===== src/design/sdf_pkg.sv =====
`timescale 1ns / 1ps
// ----------------------------------------------------------------------------
// sdf_pkg - shared types and constants of the duplicate filter
// Store depth, element width and the beat record that walks the cell chain.
// ----------------------------------------------------------------------------
package sdf_pkg;

    localparam int SEEN_DEPTH  = 64;
    localparam int VALUE_WIDTH = 32;

    // Beat record handed from one cell to the next
    typedef struct packed {
        logic                   vld;      // slot holds a beat
        logic [VALUE_WIDTH-1:0] value;    // element bit pattern
        logic                   last;     // ends the list
        logic                   found;    // matched a stored entry upstream
        logic                   claimed;  // written into an entry upstream
    } sdf_item_t;

endpackage


===== src/design/sdf_cell.sv =====
`timescale 1ns / 1ps
// ----------------------------------------------------------------------------
// sdf_cell - one store entry plus one stage of the beat chain
// Compare the passing beat with the entry, claim the entry if empty, clear on
// the last beat of a list, and register the beat for the next cell.
// ----------------------------------------------------------------------------
module sdf_cell (
    input  logic               clk,
    input  logic               rst_n,
    input  logic               advance,
    input  sdf_pkg::sdf_item_t item_in,
    output sdf_pkg::sdf_item_t item_out
);
    import sdf_pkg::*;

    logic                   ent_valid_reg;
    logic                   ent_valid_next;
    logic [VALUE_WIDTH-1:0] ent_value_reg;
    sdf_item_t              item_reg;
    sdf_item_t              item_next;
    logic                   hit;
    logic                   claim;

    always_comb
    begin
        hit   = item_in.vld && ent_valid_reg && (ent_value_reg == item_in.value);
        claim = item_in.vld && !ent_valid_reg && !item_in.found && !item_in.claimed;

        item_next         = item_in;
        item_next.found   = item_in.found | hit;
        item_next.claimed = item_in.claimed | claim;

        // the last beat empties the entry once it has been checked
        ent_valid_next = ent_valid_reg | claim;
        if (item_in.vld && item_in.last)
        begin
            ent_valid_next = 1'b0;
        end
    end

    always_ff @(posedge clk or negedge rst_n)
    begin
        if (!rst_n)
        begin
            ent_valid_reg <= 1'b0;
            item_reg      <= '0;
        end
        else if (advance)
        begin
            ent_valid_reg <= ent_valid_next;
            item_reg      <= item_next;
        end
    end

    // entry payload: hold until claimed
    always_ff @(posedge clk)
    begin
        if (advance && claim)
        begin
            ent_value_reg <= item_in.value;
        end
    end

    assign item_out = item_reg;

endmodule


===== config.mk =====
export PLATFORM = sky130hd
export DESIGN_NAME = sdf_cell
export DESIGN_NICKNAME = d
export VERILOG_FILES = /design/src/design/sdf_pkg.sv /design/src/design/sdf_cell.sv
export SDC_FILE = /design/constraint.sdc
export NUM_CORES = 1
export LEC_CHECK = 0
export BUFFER_PORTS_ARGS = -buffer_cell sky130_fd_sc_hd__buf_4
export CAP_MARGIN = 20
export CORE_MARGIN = 3
export CORE_UTILIZATION = 55
export CTS_CLUSTER_SIZE = 16
export DETAILED_ROUTE_END_ITERATION = 7
export PLACE_DENSITY = 0.86
export SLEW_MARGIN = 40
export SYNTH_ARGS = -nofsm -noshare
export SYNTH_HDL_FRONTEND = slang
export SYNTH_SLANG_ARGS = --single-unit

===== constraint.sdc =====
create_clock -name clk -period 7 [get_ports clk]
set_clock_uncertainty 0.05 [all_clocks]
set_input_delay 1.05 -clock clk [delete_from_list [all_inputs] [get_ports clk]]
set_output_delay 1.05 -clock clk [all_outputs]
set_load 0.1 [all_outputs]

# --- After elaboration in Yosys (flattened, before gate mapping) ---
# Index checks and enable logic that the tools add are counted.
totals:
  reg_bits: 69
  in_bits: 39
  word_cells: 22
  out_inout_bits: 36
op_classes:
  reduce_logical: 10
  bitwise: 3
  mux: 1
  eq_ne: 1
op_table:
  columns: ["cell", "n"]
  rows:
  - ["32-bit equality test", 1]
  - ["1-bit logical AND", 7]
  - ["1-bit zero test", 3]
  - ["1-bit bitwise OR", 3]
  - ["1-bit two-way mux", 1]

# --- Logic depth before layout (Yosys ltp) ---
logic_depth:
  depth_word: 6
  mapped_depth: 5
  depth_no_buf: 5

# --- Worst setup path after synthesis ---
# No wires, ideal clock.
synth_timing:
  path_kind: "input to register"
  startpoint: "input advance"
  endpoint: "register ent_value_reg[0] (enable)"
  setup_ps: 444
  stages: 3
  path_slack_ps: 3408
  path_buffers: 1
  t_required_ps: 6506
  arrival_ps: 3099
  path_cell_list: "buf_4 -> nand2_1 -> nor4_2"
synth_via:
  elab_chain_len: 1
synth_lines:
  columns: ["element", "line", "text"]
  rows:
  - ["start: declaration", "sdf_cell.sv:10", "input logic advance,"]
  - ["1-bit logical AND", "sdf_cell.sv:58", "if (advance && claim)"]
  - ["end signal: assignment", "sdf_cell.sv:60", "ent_value_reg <= item_in.value;"]
  - ["end: declaration", "sdf_cell.sv:18", "logic [VALUE_WIDTH-1:0] ent_value_reg;"]
# Every way passes these cells.
# A chain may end at the register's enable or synchronous reset.

# --- Final worst setup path ---
layout_timing:
  startpoint: "input advance"
  endpoint: "register ent_value_reg[19] (enable)"
# Same word-level chain as after synthesis.

==> flow_metrics.env <==
export IMPL_fin_cells=314
export IMPL_floorplan_io_pins=75
export IMPL_place_gp_congestion=0.692
export IMPL_layout_drive_gt1_share_pct=49.4
export IMPL_cts_tree="built"
export IMPL_htreeDepth=3
export IMPL_rows=24
export IMPL_synthFlopType="dfrtp_1"
export IMPL_p_leak_nw=1.44
export IMPL_max_freq_mhz=431
export IMPL_core_mm2=0.00456
export IMPL_setup_tns_final_ns=0
export IMPL_r2r_slack_ns=5.45
export IMPL_grt_total_usage_pct=18.5
export IMPL_clk_pin_slew_ns=0.06
export IMPL_areaGrowthSynthToFinish_pct=29.6
export IMPL_first_pass_iters=4
export IMPL_relSlewSlack_pct=68.6
export IMPL_grt_max_degree=40
export IMPL_post_dp_cell_area_mm2=0.00334
export IMPL_powerDensity_mw_per_mm2=289
export IMPL_reg2reg_to="ent_value_reg[19]"
export IMPL_largest_reg_flops=36
export IMPL_numClockSinks=69
export IMPL_setup_worst_path_end="ent_value_reg[19]"
export IMPL_async_flop_share_pct=53.6
export IMPL_synth_top_area_cell="edfxtp_1"
export IMPL_status="finished clean"
export IMPL_rsz0062_at_grt="no"
export IMPL_worstSetupPathType="input pin to register"
export IMPL_finalSetupViolations=0
export IMPL_worst_pin_slew_ns=0.470
export IMPL_syn_area_mm2=0.00271
export IMPL_ys_seq_area_share_pct=69.5
export IMPL_vias_per_cell=5.05
export IMPL_synth_cells=162
export IMPL_ant_nets=0
export IMPL_cts_buffers=9
export IMPL_startpoint="advance"
export IMPL_drv_cap=0
export IMPL_mostFrequentLayoutCells="buf_4 (75), dfrtp_1 (37), mux2_2 (33), edfxtp_1 (32)"
export IMPL_routed_wl_um=4910
export IMPL_hold_viol=0
export IMPL_final_common_cell="buf_4"
export IMPL_post_place_ws_ns=4.34
export IMPL_slew_violations=0
export IMPL_overflow=0
export IMPL_drtIter0Drc=60
export IMPL_path_max_fanout=39
export IMPL_die_h_um=76.2
export IMPL_reg2reg_depth=2
export IMPL_fin_area_mm2=0.00352
export IMPL_dp_cells=298
export IMPL_antenna_found_initial=0
export IMPL_start_kind="input pin"
export IMPL_synthTopCellsByArea="edfxtp_1 (35%), dfrtp_1 (34%), mux2_2 (14%)"
export IMPL_ir_drop_v=0.000278
export IMPL_cts_buffer_depth=2
export IMPL_layout_nets=283
export IMPL_ys_seq_elements=69
export IMPL_dp_final_hpwl_um=3500
export IMPL_yosysUniqueCellTypes=21
export IMPL_route_vias_total=1585
export IMPL_grt_pass1_wl_um=8300
export IMPL_end_kind="register"
export IMPL_min_period_ns=2.32
export IMPL_root_buffer="clkbuf_8"
export IMPL_min_delay_path_class="register to register"
export IMPL_cts_resized=0
export IMPL_grt_pass1_vias=1630
export IMPL_drc=0
export IMPL_synth_avg_cell_area_um2=16.8
export IMPL_synth_fp_nets=201
export IMPL_synth_edf_count=32
export IMPL_synth_top_area_share_pct=35.4
export IMPL_antenna_cells=0
export IMPL_chipWidth_um=76.2
export IMPL_arrival_ns=2.25
export IMPL_cp_required_ns=6.93
export IMPL_min_period_over_period_pct=33.2
export IMPL_post_cts_buffers=0
export IMPL_ys_warn_count=0
export IMPL_wire_per_inst_um=15.6
export IMPL_worstSkewPairLatency_ns=0.33
export IMPL_setup_ws_ns=4.68
export IMPL_hold_buffers=0
export IMPL_dieArea_mm2=0.00581
export IMPL_port_buffer_count=74
export IMPL_initial_core_util_pct=59.5
export IMPL_r2r_start="ent_valid_reg"
final cells by class:
type / count / area (µm²)
Sequential cell: 69 / 1890
Inverter: 1 / 3.75
Clock buffer: 14 / 163
Tap cell: 65 / 81.3
Clock inverter: 2 / 10.0
Multi-Input combinational cell: 88 / 810
Timing Repair Buffer: 75 / 563
Fill cell: 299 / 1050
metal layers:
layer | vias to the layer above | GRT usage [%] | wire length (µm)
met1 | 771 | 25.0 | 2180
met4 | 0 | 8.70 | 106
met5 | - | 0 | 0
met3 | 9 | 5.91 | 303
li1 | 751 | - | -
met2 | 54 | 27.2 | 2320
critical path: stages:
cell and delay, ns:
buf_4 0.39, nand2_1 0.21, nor4_4 0.16, buf_4 0.42
synthesized netlist by cell type (all sizes together) (2+ instances only):
cell,number
nor2,4
a21oi,2
mux2,33
nand4,5
xor2,16
nor4,5
dfrtp,37
buf,4
edfxtp,32
xnor2,16
o21ai,2
kinds of logic after synthesis:
logic type,count (synthesis),synth area share (%)
mux,34,14.1
compound gates,5,0.968
flops,69,69.5
simple gates,17,4.15
xor+xnor,32,10.3
buf+inv,5,0.968
worst min path at each step:
stage,to,cells after the start,start
floorplan,item_out[1],2,ent_valid_reg
global placement,item_out[27],1,item_out[27]
detailed placement,item_out[32],1,item_out[32]
CTS,item_out[22],1,item_out[22]
global route,item_out[33],1,item_out[33]
finish,item_out[22],1,item_out[22]
per-stage QoR:
step | hold WS [ns] | power, W | util (%)
floorplan | 0.504 | 0.000665 | -
global placement | 0.444 | 0.000736 | 73.3
detailed placement | 0.447 | 0.000739 | 73.3
CTS | 0.465 | 0.00102 | 77.1
global route | 0.481 | 0.00105 | 77.1
finish | 0.461 | 0.00102 | 77.1
power breakdown:
part | total [W] | internal, W | switching [W]
clock network | 0.000286 | 0.000147 | 0.000139
registers | 0.000465 | 0.000451 | 0.0000143
logic | 0.000264 | 0.0000664 | 0.000198
total | 0.00102 | 0.000665 | 0.000351
(Power assumes the default switching activity.)
